$ cat src/rtl/satq_pkg.sv
// Package for the sorted alarm time queue.
// Holds sizes, operation and status codes, payload structs and cell control types.
// No dependencies.
`default_nettype none

package satq_pkg;

	localparam int TABLE_DEPTH = 64;
	localparam int TIME_W      = 31;
	localparam int CNT_W       = $clog2(TABLE_DEPTH + 1);
	localparam int IDX_W       = $clog2(TABLE_DEPTH);
	localparam int OUT_CNT_W   = 7;

	typedef enum logic [1:0] {
		OP_ADD     = 2'd0,
		OP_TICK    = 2'd1,
		OP_SILENCE = 2'd2,
		OP_NONE    = 2'd3
	} op_e;

	typedef enum logic [1:0] {
		ST_OK     = 2'd0,
		ST_FULL   = 2'd1,
		ST_PAST   = 2'd2,
		ST_NO_ADD = 2'd3
	} status_e;

	typedef enum logic [1:0] {
		CELL_HOLD,
		CELL_SHIFT_L,
		CELL_INSERT
	} cell_act_e;

	typedef enum logic [1:0] {
		S_IDLE,
		S_DROP,
		S_EXEC,
		S_REPORT
	} state_e;

	typedef struct packed {
		logic [1:0]        operation;
		logic [TIME_W-1:0] time_now;
		logic [TIME_W-1:0] alarm_time;
	} alarm_in_t;

	typedef struct packed {
		logic [1:0]           status;
		logic                 fired;
		logic [TIME_W-1:0]    fired_time;
		logic [OUT_CNT_W-1:0] alarm_count;
		logic                 ringing;
		logic [TIME_W-1:0]    next_alarm;
	} alarm_out_t;

	typedef struct packed {
		cell_act_e         act;
		logic [TIME_W-1:0] key;
		logic [CNT_W-1:0]  count;
	} cell_ctrl_t;

endpackage

`default_nettype wire

$ cat src/rtl/satq_cell.sv
// One slot of the sorted alarm table.
// Holds one time, compares it with the insert key and trades times with its neighbors.
// Depends on satq_pkg.
`default_nettype none

module satq_cell
	import satq_pkg::*;
(
	input  wire logic              clk,
	input  wire cell_ctrl_t        ctrl,
	input  wire logic [IDX_W-1:0]  idx,
	input  wire logic [TIME_W-1:0] left_time,
	input  wire logic              left_gt,
	input  wire logic [TIME_W-1:0] right_time,
	output logic [TIME_W-1:0]      time_q,
	output logic                   gt
);

	logic occupied;
	logic at_count;

	assign occupied = CNT_W'(idx) < ctrl.count;
	assign at_count = CNT_W'(idx) == ctrl.count;
	assign gt       = occupied && (time_q > ctrl.key);

	always_ff @(posedge clk) begin
		unique case (ctrl.act)
			CELL_SHIFT_L: begin
				time_q <= right_time;
			end
			CELL_INSERT: begin
				if (left_gt) begin
					time_q <= left_time;
				end else if (gt || at_count) begin
					time_q <= ctrl.key;
				end
			end
			default: begin
			end
		endcase
	end

endmodule

`default_nettype wire

$ cat config.mk
export PLATFORM = sky130hd
export DESIGN_NAME = satq_cell
export DESIGN_NICKNAME = d
export VERILOG_FILES = /design/src/rtl/satq_pkg.sv /design/src/rtl/satq_cell.sv
export SDC_FILE = /design/constraint.sdc
export NUM_CORES = 1
export LEC_CHECK = 0
export BUFFER_PORTS_ARGS = -buffer_cell sky130_fd_sc_hd__buf_2
export CAP_MARGIN = 20
export CORE_MARGIN = 5
export CORE_UTILIZATION = 35
export DETAILED_ROUTE_END_ITERATION = 10
export GPL_ROUTABILITY_DRIVEN = 1
export PLACE_DENSITY = 0.73
export REMOVE_ABC_BUFFERS = 1
export SETUP_SLACK_MARGIN = 0.4
export SYNTH_ARGS = -nofsm -noshare
export SYNTH_HDL_FRONTEND = slang
export SYNTH_SLANG_ARGS = --single-unit
$ cat constraint.sdc
create_clock -name clk -period 11.25 [get_ports clk]
set_input_delay 0.5625 -clock clk [delete_from_list [all_inputs] [get_ports clk]]
set_output_delay 0.5625 -clock clk [all_outputs]
set_load 0.005 [all_outputs]
==> results of run 1 <==
[worst paths after layout]
check | from | endpoint | cells after the start
setup / recovery | ctrl[9] | gt | 9
hold / removal | right_time[23] | time_q[23]$_DFFE_PP_ | 3
setup reg to reg | time_q[29]$_DFFE_PP_ | time_q[16]$_DFFE_PP_ | 6
hold reg to reg | time_q[21]$_DFFE_PP_ | time_q[22]$_DFFE_PP_ | 5
[layer usage]
layer  part of all wire  wire length (um)  up-vias  GRT usage
met5                  0                 0        -          0
met4             0.0062                42        0    0.02844
met3              0.079               539        4    0.03753
met2               0.51              3437       78     0.2675
met1               0.41              2771     1065     0.1716
li1                   -                 -     1261          -
[cell type report]
class | instances | area (um2) | area share
Multi-Input combinational cell | 193 | 1469 | 0.4232
Sequential cell | 31 | 930.9 | 0.2682
Timing Repair Buffer | 144 | 728.2 | 0.2098
Inverter | 39 | 146.4 | 0.04218
Tap cell | 99 | 123.9 | 0.03569
Clock buffer | 6 | 72.57 | 0.02091
[kinds of logic after synthesis]
kind of cell / share of synthesized area
AOI/OAI and AO/OA: 0.1363
adders and majority gates: 0.1800
muxes: 0.1207
DFF: 0.3620
buffers and inverters: 0.07445
and+or+nand+nor: 0.1265
[cell usage after synthesis (all sizes together) (2+ instances only)]
cell | number | area share
nand4 | 7 | 0.024
nand2 | 34 | 0.050
nand2b | 3 | 0.0073
ha | 37 | 0.18
mux2i | 31 | 0.12
edfxtp | 31 | 0.36
inv | 39 | 0.057
a211oi | 2 | 0.0078
nor4 | 3 | 0.0097
nor3 | 2 | 0.0039
nor2 | 5 | 0.0073
a21o | 3 | 0.0088
o21ai | 33 | 0.064
clkbuf | 8 | 0.012
nand3 | 8 | 0.016
buf | 3 | 0.0058
o41ai | 2 | 0.0097
a21oi | 15 | 0.029
[power by group through the flow]
stage	clock network [uW]	logic, uW	registers [uW]
finish	78.0	98.5	147
global route	86.8	113	148
CTS	81.0	101	147
detailed placement	0	99.9	150
global placement	0	97.4	149
floorplan	0	50.2	151
[per-stage QoR]
stage | setup WS [ns] | cells | hold slack, ns | instance area [um2] | power (uW)
after floorplan | 6.685 | 263 | 0.7496 | 2526 | 201.0
after global placement | 8.168 | 506 | 0.8430 | 3398 | 246.2
after detailed placement | 8.074 | 506 | 0.8419 | 3398 | 249.6
after CTS | 8.351 | 512 | 0.5546 | 3471 | 328.9
after global routing | 8.212 | 512 | 0.5638 | 3471 | 347.7
final | 8.399 | 512 | 0.5620 | 3471 | 323.5
[critical path: stages]
cell and delay, ns:
buf_2 0.09, inv_1 0.04, ha_1 0.31, a21oi_1 0.14, a21oi_1 0.08, o31a_1 0.29
o41ai_2 0.48, a21oi_1 0.12, buf_2 0.15
==> results.md, run 1 <==
- Switching share of power: 0.2880
- Worst vdd ir: between 0.05 and 0.06 mV
- Int Power: ~230 uW
- Die Y: 95.71 um
- Slew margin rel.: 0.6027
- Post-CTS setup buffer count: 0
- Clock share of power: 0.241
- Layout cells sized above 1: 0.3826
- Part of the Yosys area used for sequential elements: 0.3620
- Fin. max-slew vios: 0
- Vias in the first global route: ~2400
- Net Sw Power: approximately 93 uW
- Vias per cell: 4.703
- Pre-Repair DR Iteration Count: 5
- # port buffers: about 140
- Drt wl/cell: about 13 um
- HPWL after DPL: about 5700 um
- Most used DFF post-synth: edfxtp_1
- Antenna violations before repair: 0
- Measured slew at the worst slew-check pin: between 0.5 and 0.6 ns
- Post-cts gate resize count: 0
- Root buffer cell: clkbuf_8
- PwrDens: between 90 and 100 mW/mm2
- Fmax: around 350 MHz
- Final setup violation count: 0
- Setup crit end kind: primary output
- Drt initial violations: ~150
- Cells after Synth: around 270
- Type of the worst min-delay path: primary input to flip-flop
- Most common cell after layout, fill and taps aside: buf_2
- Total core area: just over 0.007 mm2
- Number of max-cap violations: 0
- RePlAce Congestion: about 0.74
- Asr flop ratio synth: 0
- DRC: 0
- CTS Buffer Depth: 2
- Post-synth EDFFs: 31
- Final ANT Viol Nets: 0
- Worst Path Arrival: between 2 and 2.5 ns
- Worst-path clk slew: about 0.060 ns
- Final core utilization: 0.4811
- Number of warnings issued by yosys: 0
- Post-synth design cell area: about 0.0026 mm2
- Post-Route WL: between 6000 and 7000 um
- Layout area overhead: 34.99%
- Skew-Pair Late Insertion Delay: between 0.2 and 0.3 ns
- # rows: 31
- Die area: just over 0.009 mm2
- Routed vias: 2408
- Maximum fanout along the worst path: 3
- Post-layout minimum cycle time: approximately 2.9 ns
- Largest regs: time_q x31
- Fin crit share: 0.2534
- Fillers: between 700 and 800
- Status: finished clean
- CTS tree: done
- Leakage: approximately 0.0019 uW
- Flop-to-flop setup slack: 8.41 ns
- Sequential power share: 0.454
- Max reg flops: 31
- ANT cells: 0
- Gr usage total: 0.1460
- IO Count: roughly 140
- Avg Inst Size Synth: 9.384 um2
- Setup Skew: 0.001697 ns
- Setup CP Type: primary input to primary output
- Comb power frac: 0.305
- Startpoint class of the critical path: primary input
- Setup TNS: 0 ns
- Overflow after GRT: 0
- Largest net degree at the start of global routing: 64
- Synth unique cells: 32
- Hold Buf Count CTS: 0
- Die X: roughly 96 um
- Total CTS buffers: 5
- Most frequent cells in the layout: 141 x buf_2, 38 x inv_1, 37 x ha_1
- CTS sink cnt: 31
- H-tree Lvls: 2
- Global-route wire length before repair: approximately 10000 um
- Largest Register: time_q
- Data required, critical path: between 10 and 15 ns
- Synthesized flop and latch total: 31
- RSZ-0062 raised after global routing: false
- Hold Vio Cnt, Final: 0
- Initial Utilization: 0.3564
- Number of nets in the layout: roughly 560
(Power assumes the default switching activity.)
==> run 2: changes to the inputs <==
==> constraint.sdc (replaced) <==
create_clock -name clk -period 2.9 [get_ports clk]
set_input_delay 0.145 -clock clk [delete_from_list [all_inputs] [get_ports clk]]
set_output_delay 0.145 -clock clk [all_outputs]
set_load 0.005 [all_outputs]
==> run 2 against run 1 <==
Via count decreased by 0.91%. Utilization is 0.73 points higher. First-iteration DRC count fell by 58%. Sequential cell count unchanged. Register-to-register slack worse by 7.9 ns. Combinational power increased to 4.0 times the previous value. Hold slack lost 0.42 ns. Critical path type is now flip-flop to primary output. Count of clock-buffer cells in the layout is 1 higher. Die area unchanged. Clock power grew to 4.2 times the previous value. Non-clock buffer count grew 1.
==> results.md, run 2 (synthesis gave the netlist of run 1 again) <==
- Number of nets in the layout: 562 (was 561)
- Final setup violation count: 0 (unchanged)
- Total core area: 0.007214 mm2 (unchanged)
- Hold slack: 0.1397 ns (was 0.5620 ns)
- Worst Path Arrival: 2.24 ns (was 2.29 ns)
- Setup TNS: 0 ns (unchanged)
- Setup crit end kind: primary output (unchanged)
- Clock share of power: 0.255 (was 0.241)
- Largest net degree at the start of global routing: 41 (was 64)
- Slew margin rel.: 0.6387 (was 0.6027)
- Post-CTS setup buffer count: 0 (unchanged)
- Die Y: 95.71 um (unchanged)
- RSZ-0062 raised after global routing: true (was false)
- Fmax: around 420 MHz
- Skew-Pair Late Insertion Delay: 0.28 ns (was 0.27 ns)
- Initial Utilization: 0.3564 (unchanged)
- Int Power: 905.3 uW (was 230.3 uW)
- Comb power frac: 0.304 (was 0.305)
- Die X: 95.71 um (unchanged)
- Most common cell after layout, fill and taps aside: buf_2 (unchanged)
- Maximum fanout along the worst path: 3 (unchanged)
- Net Sw Power: 385.9 uW (was 93.17 uW)
- Flop-to-flop setup slack: 0.56 ns (was 8.41 ns)
- ANT cells: 0 (unchanged)
- Global-route wire length before repair: 10980 um (was 10450 um)
- Drt wl/cell: 13.67 um (was 13.26 um)
- Pre-Repair DR Iteration Count: 4 (was 5)
- Startpoint class of the critical path: flip-flop (was primary input)
- Worst vdd ir: 0.1649 mV (was 0.05632 mV)
- Post-layout minimum cycle time: around 2.4 ns
- Type of the worst min-delay path: primary input to flip-flop (unchanged)
- CTS Buffer Depth: 2 (unchanged)
- H-tree Lvls: 2 (unchanged)
- Vias per cell: 4.633 (was 4.703)
- Largest Register: time_q (unchanged)
- Worst-path clk slew: 0.07 ns (was 0.06 ns)
- Data required, critical path: 2.76 ns (was 10.69 ns)
- Hold Buf Count CTS: 0 (unchanged)
- Number of max-cap violations: 0 (unchanged)
- Design area: 0.003523 mm2 (was 0.003471 mm2)
- Largest regs: time_q x31 (unchanged)
- Max reg flops: 31 (unchanged)
- Post-placement cell area: 0.003406 mm2 (was 0.003398 mm2)
- Final ANT Viol Nets: 0 (unchanged)
- CTS tree: done (unchanged)
- IO Count: 142 (unchanged)
- Measured slew at the worst slew-check pin: 0.5419 ns (was 0.5904 ns)
- Setup CP Type: flip-flop to primary output (was primary input to primary output)
- CTS sink cnt: 31 (unchanged)
- # port buffers: 141 (unchanged)
- Vias in the first global route: 2451 (was 2364)
- Final core utilization: 0.4884 (was 0.4811)
- Gr usage total: 0.1534 (was 0.1460)
- Leakage: 0.001884 uW (was 0.001855 uW)
- Root buffer cell: clkbuf_8 (unchanged)
- Most frequent cells in the layout: 141 x buf_2, 38 x inv_1, 37 x ha_1 (unchanged)
- Sequential power share: 0.440 (was 0.454)
- # rows: 31 (unchanged)
- Fin crit share: 0.8226
- Layout area overhead: 37.03% (was 34.99%)
- Post-Route WL: 7042 um (was 6791 um)
- Total CTS buffers: 5 (unchanged)
- RePlAce Congestion: 0.7587 (was 0.7359)
- Hold Vio Cnt, Final: 0 (unchanged)
- Layout cells sized above 1: 0.3894 (was 0.3826)
- Antenna violations before repair: 0 (unchanged)
- Status: finished clean (unchanged)
- DRC: 0 (unchanged)
- Drt initial violations: 61 (was 146)
- Fin. max-slew vios: 0 (unchanged)
- Routed vias: 2386 (was 2408)
- PwrDens: 366.5 mW/mm2 (was 93.20 mW/mm2)
- Overflow after GRT: 0 (unchanged)
- HPWL after DPL: 5930 um (was 5665 um)
- Die area: 0.009160 mm2 (unchanged)
- Setup Skew: 0.003363 ns (was 0.001697 ns)
- Switching share of power: 0.2989 (was 0.2880)
==> run 2: cell count changes in the layout (fill, tap and decap cells not counted) <==
cell      previous run  this run
buf_6                0         1
clkbuf_1             1         2
clkinv_2             0         1
nor4_1               2         0
nor4_2               1         2
nor4_4               0         1
o41ai_2              1         0
o41ai_4              0         1
==> run 2: worst paths after layout <==
path,end,cells after the start,start
worst max-delay path,gt,7,time_q[2]$_DFFE_PP_
worst min-delay path,time_q[26]$_DFFE_PP_,3,right_time[26]
worst max register to register,time_q[22]$_DFFE_PP_,6,time_q[30]$_DFFE_PP_
worst min register to register,time_q[5]$_DFFE_PP_,6,time_q[21]$_DFFE_PP_
==> run 2: metrics by stage <==
stage | setup slack (ns) | total power [uW] | instances
global route | 0.3860 | 1389 | 515
CTS | 0.4190 | 1315 | 515
detailed placement | 0.5237 | 971.5 | 507
global placement | 0.5643 | 957.6 | 507
finish | 0.5145 | 1291 | 515
floorplan | -1.327 | 779.8 | 263
==> run 2: layout make-up <==
type                    instances  area [um2]
repair buffers                145       739.5
multi-input cells             193        1501
well taps                      99       123.9
clock inverters                 1       5.005
fillers                       735        3691
inverters                      39       146.4
flip-flops and latches         31       930.9
clock buffers                   7       76.32
==> run 2: timing repair <==
item                                   4_1_cts  5_1_grt
endpoints found under the hold margin        0        0
setup endpoints to repair                    0       20
resized for setup                            0        5
==> run 2: metal layers <==
layer	routed length (um)	track usage	part of all wire	vias up
met5	0	0	0	-
met3	579	0.04144	0.082	6
met4	71	0.03791	0.010	0
li1	-	-	-	1263
met2	3591	0.2756	0.51	81
met1	2800	0.1803	0.40	1036
==> run 2: critical path: stages, from the launching register on <==
cell and delay, ns:
edfxtp_1 0.40, ha_1 0.33, a21oi_1 0.15, a21oi_1 0.09, o31a_1 0.31, o41ai_4 0.41
a21oi_1 0.13, buf_2 0.15
==> run 2: power groups by stage <==
stage	clock network, uW	logic (uW)	registers [uW]
global route	368	448	574
detailed placement	0	393	579
CTS	350	396	569
finish	330	393	569
floorplan	0	195	585
global placement	0	381	576
==> run 3: changes to the inputs <==
==> constraint.sdc (replaced) <==
create_clock -name clk -period 2.2 [get_ports clk]
set_input_delay 0.11 -clock clk [delete_from_list [all_inputs] [get_ports clk]]
set_output_delay 0.11 -clock clk [all_outputs]
set_load 0.005 [all_outputs]
==> run 3 against run 2 <==
The flow now finishes with violations (negative setup slack). Die area did not move. Global-route usage up 0.89 points. Final area increased by 17%. Utilization up 8.1 points. Register-to-register slack got worse by 0.72 ns. Count of clock-buffer cells in the layout down 1. Power is 47% higher. Combinational power grew 83%. Critical path type is now flip-flop to flip-flop. Critical endpoint is now time_q[5]$_DFFE_PP_.
==> results.md, run 3 (synthesis gave the netlist of run 1 again) <==
- Sequential power share: 0.402 (was 0.440)
- DRC: 0 (unchanged)
- PwrDens: 461.6 mW/mm2 (was 366.5 mW/mm2)
- Fillers: 678 (was 735)
- CTS tree: done (unchanged)
- Pre-Repair DR Iteration Count: 4 (unchanged)
- Initial Utilization: 0.3564 (unchanged)
- Top Usage Layer GRT: met2 (unchanged)
- HPWL after DPL: 6168 um (was 5930 um)
- Antenna violations before repair: 0 (unchanged)
- Hold Buf Count CTS: 0 (unchanged)
- Number of max-cap violations: 0 (unchanged)
- IO Count: 142 (unchanged)
- Max stage delay cell, worst path: edfxtp_1 (was o41ai_4)
- Post-layout minimum cycle time: about 2.4 ns
- GR Layer Usage met2: 0.2965 (was 0.2756)
- Clock share of power: 0.219 (was 0.255)
- RSZ-0062 raised after global routing: true (unchanged)
- Worst Path Arrival: 2.35 ns (was 2.24 ns)
- Largest regs: time_q x31 (unchanged)
- Hold slack: 0.1016 ns (was 0.1397 ns)
- Int Power: 1326 uW (was 905.3 uW)
- Total core area: 0.007214 mm2 (unchanged)
- Type of the worst min-delay path: primary input to flip-flop (unchanged)
- Critical-path cell list: ha_4, nand4_4, nor3_2, a221o_1, nor4_2, buf_4, a221oi_4, buf_6, buf_12 (was ha_1, a21oi_1, a21oi_1, o31a_1, o41ai_4, a21oi_1, buf_2)
- Layout area overhead: 59.76% (was 37.03%)
- Data required, critical path: 2.20 ns (was 2.76 ns)
- Reg2reg start: time_q[30]$_DFFE_PP_ (unchanged)
- Die X: 95.71 um (unchanged)
- # port buffers: 141 (unchanged)
- Total Power: 1896 uW (was 1291 uW)
- Setup Skew: 0.004012 ns (was 0.003363 ns)
- Skew-Pair Late Insertion Delay: 0.28 ns (about the same)
- Net Sw Power: 570.3 uW (was 385.9 uW)
- Drt initial violations: 108 (was 61)
- CTS sink cnt: 31 (unchanged)
- Setup slack after layout: -0.1563 ns (was 0.5145 ns)
- Die area: 0.009160 mm2 (unchanged)
- Fmax: 424.4 MHz
- CP max stage delay: 0.44 ns (was 0.41 ns)
- H-tree Lvls: 2 (unchanged)
- Overflow after GRT: 0 (unchanged)
- Final setup violation count: 32 (was 0)
- Gr usage total: 0.1622 (was 0.1534)
- Dpl cells: 534 (was 507)
- Measured slew at the worst slew-check pin: 0.5438 ns (was 0.5419 ns)
- Global-route wire length before repair: 11740 um (was 10980 um)
- Most frequent cells in the layout: 141 x buf_2, 38 x inv_1, 36 x buf_4 (was 141 x buf_2, 38 x inv_1, 37 x ha_1)
- Vias per cell: 4.723 (was 4.633)
- Post-Route WL: 7936 um (was 7042 um)
- Die Y: 95.71 um (unchanged)
- Largest net degree at the start of global routing: 39 (was 41)
- ANT cells: 0 (unchanged)
- Slew margin rel.: 0.6375 (was 0.6387)
- Setup crit end kind: flip-flop (was primary output)
- Failing checks: negative setup slack
- # rows: 31 (unchanged)
- Layout cells sized above 1: 0.4901 (was 0.3894)
- Final ANT Viol Nets: 0 (unchanged)
- Non-Filler Instances: 552 (was 515)
- Number of nets in the layout: 601 (was 562)
- Startpoint class of the critical path: flip-flop (unchanged)
- Hold Vio Cnt, Final: 0 (unchanged)
- Root buffer cell: clkbuf_8 (unchanged)
- Worst Setup SP: time_q[30]$_DFFE_PP_ (was time_q[2]$_DFFE_PP_)
- Leakage: 0.002078 uW (was 0.001884 uW)
- RePlAce Congestion: 0.7415 (was 0.7587)
- Maximum fanout along the worst path: 10 (was 3)
- Fin crit share: 1.071
- Total CTS buffers: 5 (unchanged)
- Max reg flops: 31 (unchanged)
- Vias in the first global route: 2661 (was 2451)
- Fin. max-slew vios: 0 (unchanged)
- Origin of the worst min-delay path: right_time[23] (was right_time[26])
- Worst-path clk slew: 0.06 ns (was 0.07 ns)
- Largest Register: time_q (unchanged)
- Routed vias: 2607 (was 2386)
- Status: finished, violations left (was finished clean)
- CTS Buffer Depth: 2 (unchanged)
- Routing usage on met1: 0.1905 (was 0.1803)
- Grt met3 use: 0.04066 (was 0.04144)
- Most common cell after layout, fill and taps aside: buf_2 (unchanged)
- Worst vdd ir: 0.2348 mV (was 0.1649 mV)
- Comb power frac: 0.379 (was 0.304)
- Setup CP Type: flip-flop to flip-flop (was flip-flop to primary output)
- Switching share of power: 0.3007 (was 0.2989)
- Drt wl/cell: 14.38 um (was 13.67 um)
-- run 3: cell count changes in the layout (fill, tap and decap cells not counted), moves of 3 or more --
cell     previous run  this run
nand4_4             0         3
buf_4               3        36
ha_1               37        21
ha_4                0        16
a21oi_2             0         3
a21oi_1            15        12
buf_6               1         4
nand4_2             3         0
-- run 3: worst max-delay path: cells and delay by family, from the launching register on --
family                   cells  cell delay (ns)
AND/OR/NAND/NOR              3             0.40
flip-flops                   1             0.44
adder cells (fa/ha/maj)      1             0.32
AO/OA/AOI/OAI                2             0.47
buffers and inverters        3             0.44
-- run 3: stage by stage --
step | TNS (ns) | utilization | worst slack [ns] | area, um2
final | -4.541 | 0.5694 | -0.1563 | 4108
after global routing | -7.131 | 0.5694 | -0.2351 | 4108
after CTS | -2.937 | 0.5564 | -0.1032 | 4014
after detailed placement | -6.440 | 0.5019 | -0.2455 | 3621
after global placement | -2.489 | 0.5019 | -0.1162 | 3621
after floorplan | -62.85 | - | -2.027 | 2526
-- run 3: layout make-up --
class | instances | area (um2) | area share
clock buffers | 6 | 72.57 | 0.01767
well taps | 99 | 123.9 | 0.03016
multi-input cells | 193 | 1740 | 0.4237
flip-flops and latches | 31 | 930.9 | 0.2266
inverters | 39 | 146.4 | 0.03564
repair buffers | 184 | 1094 | 0.2662
-- run 3: path summary, 6_finish.rpt --
path                                to  slack (ns)  depth (start not counted)
hold reg to reg   time_q[26]$_DFFE_PP_        1.41                          8
setup reg to reg   time_q[5]$_DFFE_PP_       -0.16                          9
hold / removal    time_q[23]$_DFFE_PP_        0.10                          3
setup / recovery   time_q[5]$_DFFE_PP_       -0.16                          9
-- run 3: per-layer routing --
metal | wire length (um) | share of wire
met1 | 3178 | 0.40
met2 | 4031 | 0.51
met3 | 605 | 0.076
met4 | 121 | 0.015
met5 | 0 | 0
-- run 3: repair_timing --
| item | CTS | global route |
|---|---|---|
| resized for setup | 30 | 5 |
| setup endpoints to repair | 32 | 32 |
| pin swaps | 9 | 4 |
| gates cloned | 2 | 1 |
| buffers inserted | 7 | 2 |
-- run 3: power groups by stage --
| stage | Clock (uW) | Sequential, uW | Combinational [uW] |
|---|---|---|---|
| after floorplan | 0 | 771 | 257 |
| after global placement | 0 | 759 | 568 |
| after detailed placement | 0 | 763 | 585 |
| after CTS | 421 | 759 | 694 |
| after global routing | 442 | 769 | 798 |
| final | 415 | 762 | 720 |
