==> config.mk <==
export PLATFORM = sky130hd
export DESIGN_NAME = satq_ctrl
export DESIGN_NICKNAME = d
export VERILOG_FILES = /design/src/rtl/satq_pkg.sv /design/src/rtl/satq_ctrl.sv
export SDC_FILE = /design/constraint.sdc
export NUM_CORES = 1
export LEC_CHECK = 0
export ABC_AREA = 1
export BUFFER_PORTS_ARGS = -buffer_cell sky130_fd_sc_hd__buf_2
export CAP_MARGIN = 20
export CORE_UTILIZATION = 25
export DETAILED_ROUTE_END_ITERATION = 10
export PLACE_DENSITY = 0.41
export SLEW_MARGIN = 40
export SYNTH_ARGS = -nofsm -noshare
export SYNTH_HDL_FRONTEND = slang
export SYNTH_SLANG_ARGS = --single-unit
==> constraint.sdc <==
create_clock -name clk -period 4.95 [get_ports clk]
set_input_delay 0.7425 -clock clk [delete_from_list [all_inputs] [get_ports clk]]
set_output_delay 0.7425 -clock clk [all_outputs]
set_load 0.1 [all_outputs]
==> src/rtl/satq_pkg.sv <==
// Package for the sorted alarm time queue.
// Holds sizes, operation and status codes, payload structs and cell control types.
// No dependencies.
`default_nettype none

package satq_pkg;

	localparam int TABLE_DEPTH = 64;
	localparam int TIME_W      = 31;
	localparam int CNT_W       = $clog2(TABLE_DEPTH + 1);
	localparam int IDX_W       = $clog2(TABLE_DEPTH);
	localparam int OUT_CNT_W   = 7;

	typedef enum logic [1:0] {
		OP_ADD     = 2'd0,
		OP_TICK    = 2'd1,
		OP_SILENCE = 2'd2,
		OP_NONE    = 2'd3
	} op_e;

	typedef enum logic [1:0] {
		ST_OK     = 2'd0,
		ST_FULL   = 2'd1,
		ST_PAST   = 2'd2,
		ST_NO_ADD = 2'd3
	} status_e;

	typedef enum logic [1:0] {
		CELL_HOLD,
		CELL_SHIFT_L,
		CELL_INSERT
	} cell_act_e;

	typedef enum logic [1:0] {
		S_IDLE,
		S_DROP,
		S_EXEC,
		S_REPORT
	} state_e;

	typedef struct packed {
		logic [1:0]        operation;
		logic [TIME_W-1:0] time_now;
		logic [TIME_W-1:0] alarm_time;
	} alarm_in_t;

	typedef struct packed {
		logic [1:0]           status;
		logic                 fired;
		logic [TIME_W-1:0]    fired_time;
		logic [OUT_CNT_W-1:0] alarm_count;
		logic                 ringing;
		logic [TIME_W-1:0]    next_alarm;
	} alarm_out_t;

	typedef struct packed {
		cell_act_e         act;
		logic [TIME_W-1:0] key;
		logic [CNT_W-1:0]  count;
	} cell_ctrl_t;

endpackage

`default_nettype wire

==> src/rtl/satq_ctrl.sv <==
// Sequencer of the sorted alarm queue: command transfer, expiry sweep, insert, fire and silence.
// Drives the cell row and builds the result.
// Depends on satq_pkg.
`default_nettype none

module satq_ctrl
	import satq_pkg::*;
(
	input  wire logic              clk,
	input  wire logic              arst_n,
	input  wire logic              start,
	input  wire alarm_in_t         cmd,
	input  wire logic [TIME_W-1:0] head_time,
	output logic                   busy,
	output cell_ctrl_t             cell_ctrl,
	output logic                   done,
	output alarm_out_t             result
);

	state_e            state_q, state_d;
	op_e               op_q;
	logic [TIME_W-1:0] now_q;
	logic [TIME_W-1:0] key_q;
	logic [CNT_W-1:0]  count_q;
	logic              ring_q;
	status_e           status_q;
	logic              fired_q;
	logic [TIME_W-1:0] fired_time_q;
	logic              done_q;
	alarm_out_t        res_q;

	logic head_valid, expired, can_fire, full, add_ok;

	assign head_valid = count_q != '0;
	assign expired    = head_valid && (head_time <= now_q);
	assign can_fire   = !ring_q && head_valid && (now_q > head_time);
	assign full       = count_q == CNT_W'(TABLE_DEPTH);
	assign add_ok     = (key_q > now_q) && !full;

	always_comb begin
		state_d = state_q;
		unique case (state_q)
			S_IDLE: begin
				if (start) begin
					state_d = (op_e'(cmd.operation) == OP_ADD) ? S_DROP : S_EXEC;
				end
			end
			S_DROP: begin
				if (!expired) begin
					state_d = S_EXEC;
				end
			end
			S_EXEC: begin
				state_d = S_REPORT;
			end
			default: begin
				state_d = S_IDLE;
			end
		endcase
	end

	always_comb begin
		cell_ctrl.act   = CELL_HOLD;
		cell_ctrl.key   = key_q;
		cell_ctrl.count = count_q;
		priority if (state_q == S_DROP && expired) begin
			cell_ctrl.act = CELL_SHIFT_L;
		end else if (state_q == S_EXEC && op_q == OP_ADD && add_ok) begin
			cell_ctrl.act = CELL_INSERT;
		end else if (state_q == S_EXEC && op_q == OP_TICK && can_fire) begin
			cell_ctrl.act = CELL_SHIFT_L;
		end else begin
			cell_ctrl.act = CELL_HOLD;
		end
	end

	always_ff @(posedge clk or negedge arst_n) begin
		if (!arst_n) begin
			state_q <= S_IDLE;
			count_q <= '0;
			ring_q  <= 1'b0;
			done_q  <= 1'b0;
		end else begin
			state_q <= state_d;
			done_q  <= state_q == S_REPORT;
			if (state_q == S_DROP && expired) begin
				count_q <= count_q - 1'b1;
			end
			if (state_q == S_EXEC) begin
				unique case (op_q)
					OP_ADD: begin
						if (add_ok) begin
							count_q <= count_q + 1'b1;
						end
					end
					OP_TICK: begin
						if (can_fire) begin
							count_q <= count_q - 1'b1;
							ring_q  <= 1'b1;
						end
					end
					OP_SILENCE: begin
						ring_q <= 1'b0;
					end
					default: begin
					end
				endcase
			end
		end
	end

	always_ff @(posedge clk) begin
		if (state_q == S_IDLE && start) begin
			op_q  <= op_e'(cmd.operation);
			now_q <= cmd.time_now;
			key_q <= cmd.alarm_time;
		end
		if (state_q == S_EXEC) begin
			fired_q      <= 1'b0;
			fired_time_q <= '0;
			status_q     <= ST_NO_ADD;
			if (op_q == OP_ADD) begin
				priority if (key_q <= now_q) begin
					status_q <= ST_PAST;
				end else if (full) begin
					status_q <= ST_FULL;
				end else begin
					status_q <= ST_OK;
				end
			end else if (op_q == OP_TICK && can_fire) begin
				fired_q      <= 1'b1;
				fired_time_q <= head_time;
			end
		end
		if (state_q == S_REPORT) begin
			res_q.status      <= status_q;
			res_q.fired       <= fired_q;
			res_q.fired_time  <= fired_time_q;
			res_q.alarm_count <= OUT_CNT_W'(count_q);
			res_q.ringing     <= ring_q;
			res_q.next_alarm  <= head_valid ? head_time : '0;
		end
	end

	assign busy   = state_q != S_IDLE;
	assign done   = done_q;
	assign result = res_q;

	a_count_bound: assert property (@(posedge clk) disable iff (!arst_n)
		count_q <= CNT_W'(TABLE_DEPTH))
		else $error("pending count above table depth");

	a_done_after_report: assert property (@(posedge clk) disable iff (!arst_n)
		done_q |-> $past(state_q) == S_REPORT)
		else $error("result strobe without report cycle");

	a_ring_from_tick: assert property (@(posedge clk) disable iff (!arst_n)
		$rose(ring_q) |-> $past(state_q) == S_EXEC && $past(op_q) == OP_TICK)
		else $error("ringing set outside a tick");

	a_ok_has_entry: assert property (@(posedge clk) disable iff (!arst_n)
		done_q && res_q.status == ST_OK |-> res_q.alarm_count != '0)
		else $error("insert reported with empty table");

endmodule

`default_nettype wire

==> results of run 1 <==
[state kept, by name, summed over array words and instances, names as in the netlist]
register      cells
result           73
fired_q           1
count_q           7
now_q            31
status_q          2
done              1
state_q           2
op_q              2
fired_time_q     31
key_q            31
ring_q            1
[synth_stat cells (all sizes together)]
cell / instances
edfxtp: 171
nand2: 125
nor2: 111
inv: 106
ha: 68
a21oi: 21
nand3: 17
o21ai: 16
dfrtp: 11
buf: 9
nand4: 8
nor3: 8
xor2: 4
a21o: 3
xnor2: 3
a21boi: 1
and2: 1
nand3b: 1
nor4: 1
o21a: 1
o21bai: 1
[how the worst min path moves through the flow]
| stage | start | endpoint | slack (ns) | cells past startpoint |
|---|---|---|---|---|
| 2_1_floorplan | fired_time_q[0]$_SDFFCE_PP0P_ | result[39]$_DFFE_PP_ | 0.40 | 0 |
| 4_1_cts | arst_n | count_q[2]$_DFF_PN0_ | 0.15 | 1 |
| 5_1_grt | arst_n | count_q[2]$_DFF_PN0_ | 0.17 | 1 |
| 3_3_place_gp | fired_time_q[17]$_SDFFCE_PP0P_ | result[56]$_DFFE_PP_ | 0.40 | 0 |
| 6_report | arst_n | done$_DFF_PN0_ | 0.17 | 1 |
| 3_5_place_dp | fired_time_q[29]$_SDFFCE_PP0P_ | result[68]$_DFFE_PP_ | 0.40 | 0 |
[cell type report]
cell class              count  area (sq um)  area share
flip-flops and latches    182          5410       0.520
multi-input cells         390          2300       0.221
repair buffers            218          1130       0.109
well taps                 435           544      0.0523
clock buffers              18           439      0.0422
inverters                 106           398      0.0383
clock inverters            14           181      0.0174
[per-stage QoR]
| step | instances | power [uW] | area [sq um] | setup WS, ns |
|---|---|---|---|---|
| floorplan | 687 | 4820 | 8160 | 0.0848 |
| global placement | 1329 | 5400 | 9740 | 1.30 |
| detailed placement | 1331 | 5430 | 9780 | 1.28 |
| CTS | 1363 | 6880 | 10400 | 0.970 |
| global route | 1363 | 7150 | 10400 | 0.706 |
| finish | 1363 | 6770 | 10400 | 1.05 |
[layer usage]
layer  vias up  global-route usage  wire [microns]
li1       2755                   -               -
met1      2465               0.184           10300
met2       143               0.205            9530
met3        15              0.0337             979
met4         2              0.0474             274
met5         -                   0              11
[kinds of logic after synthesis]
logic type                 count (synthesis)  share of synthesized area
DFF                                      182                      0.663
xor gates and xnor gates                   7                    0.00752
AOI/OAI and AO/OA                         43                     0.0282
buffers and inverters                    115                     0.0572
adders and majority gates                 68                      0.104
and+or+nand+nor                          272                      0.140
[critical path: stages, from the launching register on]
cell      delay [ns]
edfxtp_1        0.41
ha_1            0.32
nand2_1         0.07
nor2_1          0.11
nand2_1         0.16
nor2_1          0.12
nor2_1          0.06
nand2_1         0.10
nand2_1         0.09
nand2_1         0.08
nand4_1         0.39
nor3_1          0.32
buf_2           0.47
[power by group through the flow]
stage | Combinational (uW) | Clock (uW) | Sequential (uW)
finish | 2900 | 1420 | 2450
global route | 3120 | 1520 | 2510
CTS | 2940 | 1480 | 2460
detailed placement | 2940 | 0 | 2500
global placement | 2900 | 0 | 2500
floorplan | 841 | 0 | 3980
==> flow_summary.toml, run 1 <==
[status]
outcome = "complete, no violations"

[sta]
hold_viol = 0
worst_pin_slew_ns = 0.765
fmax_mhz = 257
post-route-period-util = 0.787
finClkSkew_ns = 0.0177
setup_tns_ns = 0
relSlewSlack = 0.489
holdWs_ns = 0.174
setup_viol = 0
rsz0062_at_grt = "false"
layout_min_cycle_time_ns = 3.90
slew_violations = 0

[pwr]
switching_share = 0.486
power_density_mw_per_mm2 = 651
seqPwrFrac = 0.362
clockPowerShare = 0.210
worst_ir_drop_vdd_mv = 0.230
p_sw_uw = 3290
p_int_uw = 3480
comb_power_share = 0.428
leakage_uw = 0.00466

[clocking]
clk_path_buf_depth = 2
clkTransAtPathRegs_ns = 0.08
cts_htree_levels = 4
cts_resized = 0
clkLatencyLatePin_ns = 0.45
cts_tree = "done"
cts_setup_buffers = 0
cts_root_buf = "clkbuf_16"
cts_num_sinks = 182
cts_buffers = 17
postCtsHoldBufs = 0

[yosys]
synth_top_area_frac = 0.629
synth_top_area_cell = "edfxtp_1"
syn_avg_cell_area_sq_um = 11.9
yosysWarningCount = 0
syn_area_sq_mm = 0.00816
ys_seq_area_frac = 0.663
synth_seq_cells = 182
yosysUniqueCellTypes = 30
synth_area_leaders = "edfxtp_1, ha_1, nand2_1, nor2_1, inv_1"
mappedNetlistNets = 853
synthCells = 687

[global_routing]
grt_use_total = 0.134
antenna_found_initial = 1
grt_pass1_vias = 5446
grt_overflow = 0
grt_start_max_net_pins = 40
grt_pass1_wl_mm = 32.2

[worst_setup_path]
crit-reg2reg-capture = "fired_time_q[14]$_SDFFCE_PP0P_"
reg2reg_depth = 10
endpoint_kind = "primary output"
crit_type = "reg2out"
worstPathRequired_ns = 4.21
r2r-start = "now_q[20]$_DFFE_PP_"
endpoint = "cell_ctrl[39]"
critPathMaxFanout = 7
cp-startpoint = "key_q[12]$_DFFE_PP_"
r2r_slack_ns = 2.46
worstPathArrival_ns = 3.15
start_kind = "register"

[layout]
fin_nets = 1081
n_antenna_cell = 0
fillers = 3266
mostFrequentLayoutCell = "buf_2"
final_cell_mix = "buf_2, edfxtp_1, nand2_1, nor2_1, inv_1"
layout-drive-gt1-share = 0.284
utilization = 0.327
area_delta_synth_final_pct = 27.5

[place]
place_hpwl_mm = 16.3
portBuffers = 212
gp_congestion = 0.751

[drt]
post_drt_wl_per_cell_microns = 15.5
dr.pass1.iters = 4
drtIter0Drc = 245
wl_mm = 21.1
viasPerCell = 3.95
drc = 0
antenna_left = 0
vias = 5380

[worst_hold_path]
hold_path_class = "in2async"

[die]
die_h_microns = 183
core-area_sq_mm = 0.0318
dieWidth_microns = 183
dieArea_sq_mm = 0.0334
start_util = 0.257
pin_count = 213
rows = 65

[run]
drv_cap = 0
(Power assumes the default switching activity.)
==> inputs of run 2 (changes only) <==
ABC_AREA = 0   (was 1)
clock period = 4 ns   (was 4.95 ns; I/O delays follow)
==> run 2 against run 1 <==
Power up 23%. Worst setup slack worse by 0.68 ns. Register-to-register slack worse by 1.5 ns. Clock skew down 0.0062 ns. Flip-flop and latch count unchanged.
==> flow_summary.toml, run 2 <==
[clocking]
cts_buffers = 17
clkLatencyLatePin_ns = 0.44
cts_root_buf = "clkbuf_16"
cts_setup_buffers = 0
postCtsHoldBufs = 0
clkTransAtPathRegs_ns = 0.07
cts_num_sinks = 182
cts_htree_levels = 4
cts_tree = "done"
cts_resized = 0
clk_path_buf_depth = 2

[place]
gp_congestion = 0.809
dpl-instance-area_sq_mm = 0.00970
portBuffers = 212
place_hpwl_mm = 16.6
placed_cells = 1203

[layout]
area_delta_synth_final_pct = 28.0
utilization = 0.326
final_cell_mix = "buf_2, edfxtp_1, inv_1, ha_1, nor2_1"
layout-drive-gt1-share = 0.327
largest_reg_flops = 73
layoutNonFillerInstCount = 1235
final_area_sq_mm = 0.0103
mostFrequentLayoutCell = "buf_2"
fin_nets = 986

[sta]
hold_viol = 0
finClkSkew_ns = 0.0115
post-route-period-util = 0.906
fmax_mhz = 276
setup_tns_ns = 0
holdWs_ns = 0.0522
worst_pin_slew_ns = 0.700
rsz0062_at_grt = "false"
slew_violations = 0
setup_viol = 0
layout_min_cycle_time_ns = 3.63
relSlewSlack = 0.533

[yosys]
yosys-top-cells-count = "edfxtp_1, inv_1, ha_1"
synth_top_area_cell = "edfxtp_1"
yosysWarningCount = 0
ys.flop_type = "edfxtp_1"
synth_top_area_frac = 0.637
ys_seq_area_frac = 0.671
mappedNetlistNets = 762
synthCells = 596
yosysUniqueCellTypes = 56
synth_most_common_cell = "edfxtp_1"
synth_enable_flop_cells = 171
synth_area_leaders = "edfxtp_1, ha_1, inv_1, dfrtp_1, nor2_1"
synth_seq_cells = 182
synth_async_sr_flop_share = 0.0604
syn_avg_cell_area_sq_um = 13.5
syn_area_sq_mm = 0.00806

[die]
pin_count = 213
dieArea_sq_mm = 0.0330
rows = 65
dieWidth_microns = 182
die_h_microns = 182
core-area_sq_mm = 0.0316
start_util = 0.255

[global_routing]
grt_start_max_net_pins = 55
grt_pass1_wl_mm = 32.1
grt_pass1_vias = 5223
antenna_found_initial = 1
grt_overflow = 0
grt_use_total = 0.133

[worst_setup_path]
r2r-start = "now_q[13]$_DFFE_PP_"
start_kind = "register"
worstPathArrival_ns = 3.03
crit_type = "reg2out"
critPathMaxFanout = 4
endpoint_kind = "primary output"
reg2reg_depth = 10
cp-startpoint = "now_q[13]$_DFFE_PP_"
r2r_slack_ns = 0.92
worstPathRequired_ns = 3.40

[drt]
wl_mm = 21.5
antenna_left = 0
viasPerCell = 4.31
drc = 0
vias = 5317
dr.pass1.iters = 4
post_drt_wl_per_cell_microns = 17.4
drtIter0Drc = 271

[pwr]
clockPowerShare = 0.218
leakage_uw = 0.00431
p_int_uw = 4420
power_density_mw_per_mm2 = 805
worst_ir_drop_vdd_mv = 0.295
p_sw_uw = 3890
seqPwrFrac = 0.362
comb_power_share = 0.419
switching_share = 0.468

[status]
outcome = "complete, no violations"

[run]
drv_cap = 0

[worst_hold_path]
hold_path_class = "in2async"
-- run 2: changes by cell type in the layout (fill, tap and decap cells not counted), sizes merged, moves of 4 or more --
cell and change:
nand2 -102, nor2 -60, inv -30, nor3 +28
a21oi +10, nand4 +9, a221oi +6, nand3 -5
a211oi +4, buf +4, o31ai +4, xor2 -4
-- run 2: critical path, cell delays in order (launching register included) --
cell,delay [ns]
edfxtp_1,0.43
ha_1,0.36
nand4_1,0.11
nor3_1,0.43
o31ai_1,0.14
a21oi_1,0.43
o211a_2,0.26
nand2_1,0.06
nand2_1,0.19
buf_12,0.20
-- run 2: through the flow --
stage | power [uW] | worst slack (ns)
finish | 8310 | 0.375
floorplan | 5830 | 0.0926
CTS | 8430 | 0.195
detailed placement | 6580 | 0.360
global placement | 6560 | 0.456
global route | 8690 | 0.132
-- run 2: worst paths after layout --
check	endpoint
worst min-delay path	ring_q$_DFFE_PN0P_
min in group clk	key_q[2]$_DFFE_PP_
max in group asynchronous	count_q[5]$_DFF_PN0_
worst max register to register	count_q[3]$_DFF_PN0_
worst min register to register	result[66]$_DFFE_PP_
worst max-delay path	cell_ctrl[38]
-- run 2: cells by family after synthesis --
group                    count (synthesis)  share of synthesized area
flip-flops                             182                      0.671
adder cells (fa/ha/maj)                 68                      0.106
XOR/XNOR                                 5                    0.00543
AND/OR/NAND/NOR                        161                      0.104
buffers and inverters                   95                     0.0467
multiplexers                             2                    0.00264
AO/OA/AOI/OAI                           83                     0.0650
-- run 2: cell type report --
| type | instances | area (sq um) |
|---|---|---|
| antenna | 1 | 2.50 |
| tap | 402 | 503 |
| fill | 3186 | 21300 |
| sequential | 182 | 5410 |
| multi-input combinational | 319 | 2300 |
| clock buffer | 18 | 429 |
| inverter | 78 | 293 |
| clock inverter | 13 | 194 |
| timing repair buffer | 222 | 1190 |
-- run 2: per-layer routing --
| metal | GRT usage | up-vias | routed length [microns] |
|---|---|---|---|
| li1 | - | 2647 | - |
| met3 | 0.0301 | 23 | 924 |
| met2 | 0.197 | 150 | 9470 |
| met4 | 0.0475 | 0 | 436 |
| met1 | 0.190 | 2497 | 10600 |
| met5 | 0 | - | 0 |
-- run 2: power groups by stage --
stage / Combinational, uW / Clock [uW] / Sequential (uW)
floorplan: 941 / 0 / 4890
global placement: 3490 / 0 / 3080
detailed placement: 3520 / 0 / 3070
CTS: 3520 / 1880 / 3030
global route: 3690 / 1930 / 3080
finish: 3490 / 1820 / 3010
==> inputs of run 3 (changes only) <==
CELL_PAD_IN_SITES_DETAIL_PLACEMENT = 1   (was not set)
CELL_PAD_IN_SITES_GLOBAL_PLACEMENT = 2   (was not set)
PLACE_DENSITY = 0.58   (was 0.41)
==> run 3 against run 2 <==
Clock power fell by 12%. Combinational power rose by 2%. Routed wire length rose by 4.4%. Clock skew fell by 0.0011 ns. Sequential power barely moved. Non-clock buffer count rose by 3. Critical endpoint unchanged. Core utilization fell by 0.099 points. Design area fell by 0.30%. Via count rose by 2.0%. Fmax rose by 1.8%. Critical path depth rose by 2. Flip-flop and latch count did not move.
==> flow_summary.toml, run 3 (synthesis gave the netlist of run 2 again) <==
[place]
gp_congestion = 0.730
portBuffers = 212
place_hpwl_mm = 16.9

[sta]
relSlewSlack = 0.509
layout_min_cycle_time_ns = 3.56
finClkSkew_ns = 0.0104
setup_viol = 0
setup_tns_ns = 0
hold_viol = 0
worst_pin_slew_ns = 0.737
rsz0062_at_grt = "false"
post-route-period-util = 0.890
slew_violations = 0
holdWs_ns = 0.0279
fmax_mhz = 281

[clocking]
clkTransAtPathRegs_ns = 0.07
cts_num_sinks = 182
postCtsHoldBufs = 0
clkLatencyLatePin_ns = 0.44
cts_setup_buffers = 0
cts_root_buf = "clkbuf_16"
clk_path_buf_depth = 2
cts_resized = 0
cts_htree_levels = 4
cts_buffers = 17
cts_tree = "done"

[drt]
vias = 5421
drc = 0
met3_length_mm = 1.25
viasPerCell = 4.38
wl_mm = 22.4
dr.pass1.iters = 4
wl_met2_mm = 10.7
maxUsedRoutingLayer = "met4"
antenna_left = 0
drtIter0Drc = 251
post_drt_wl_per_cell_microns = 18.1
drt-met1-wl_mm = 10.1

[status]
outcome = "complete, no violations"

[layout]
largest_reg_flops = 73
final_cell_mix = "buf_2, edfxtp_1, inv_1, ha_1, nor2_1"
mostFrequentLayoutCell = "buf_2"
fin_nets = 989
utilization = 0.325
layout-drive-gt1-share = 0.333
area_delta_synth_final_pct = 27.7

[global_routing]
antenna_found_initial = 1
grt_pass1_vias = 5730
grt_pass1_wl_mm = 34.1
grt_use_total = 0.141
grt_overflow = 0
grt_start_max_net_pins = 39

[die]
pin_count = 213
start_util = 0.255
dieArea_sq_mm = 0.0330
die_h_microns = 182
dieWidth_microns = 182
core-area_sq_mm = 0.0316
rows = 65

[run]
drv_cap = 0

[pwr]
power_density_mw_per_mm2 = 793
fin_total_pwr_uw = 8170
leakage_uw = 0.00430
worst_ir_drop_vdd_mv = 0.290

[worst_setup_path]
r2r-start = "now_q[13]$_DFFE_PP_"
worstPathRequired_ns = 3.40
critPathMaxFanout = 4
start_kind = "register"
worstPathArrival_ns = 2.96
crit_type = "reg2out"
endpoint_kind = "primary output"
cp-startpoint = "now_q[13]$_DFFE_PP_"

[worst_hold_path]
hold_path_class = "in2async"
[run 3: cell types whose count changed in the layout (fill, tap and decap cells not counted), sizes merged]
| cell | before | now |
|---|---|---|
| bufinv | 4 | 0 |
| buf | 222 | 225 |
| clkinv | 3 | 6 |
| inv | 83 | 85 |
| clkbuf | 18 | 17 |
| clkinvlp | 1 | 2 |
[run 3: worst max-delay path, cell delays in order (launching register included)]
cell	delay, ns
edfxtp_1	0.42
ha_1	0.36
nand4_1	0.14
nor3_1	0.25
buf_4	0.17
o31ai_1	0.08
a21oi_1	0.31
buf_4	0.19
o211a_2	0.22
nand2_1	0.06
nand2_1	0.12
buf_12	0.19
[run 3: where the power goes]
part | total [uW] | internal [uW] | switching [uW]
Combinational | 3550 | 621 | 2930
Clock | 1610 | 812 | 795
Sequential | 3010 | 2760 | 255
Total | 8170 | 4190 | 3980
[run 3: worst paths after layout]
check                                  endpoint  slack (ns)  cells after the start
setup / recovery                  cell_ctrl[38]        0.44                     11
hold / removal             count_q[5]$_DFF_PN0_        0.03                      1
setup reg to reg           count_q[3]$_DFF_PN0_        0.87                     11
hold reg to reg            result[58]$_DFFE_PP_        0.42                      0
max in group asynchronous  count_q[3]$_DFF_PN0_        3.74                      1
min in group clk            now_q[10]$_DFFE_PP_        0.33                      1
[run 3: layout make-up]
type	count	area, sq um
diodes	1	2.50
inverters	78	293
clock inverters	15	121
well taps	402	503
multi-input cells	319	2310
repair buffers	225	1230
fillers	3457	21300
flip-flops and latches	182	5410
clock buffers	17	425
[run 3: metrics by stage]
| step | instances | setup WS [ns] | cell area (sq um) |
|---|---|---|---|
| final | 1239 | 0.439 | 10300 |
| after global routing | 1239 | 0.143 | 10300 |
| after CTS | 1238 | 0.289 | 10300 |
| after detailed placement | 1206 | 0.396 | 9740 |
| after global placement | 1203 | 0.420 | 9680 |
| after floorplan | 596 | 0.0926 | 8070 |
[run 3: metal layers]
| metal | global-route usage | up-vias |
|---|---|---|
| met5 | 0 | - |
| met4 | 0.0447 | 0 |
| met3 | 0.0457 | 18 |
| met2 | 0.226 | 139 |
| met1 | 0.179 | 2625 |
| li1 | - | 2639 |
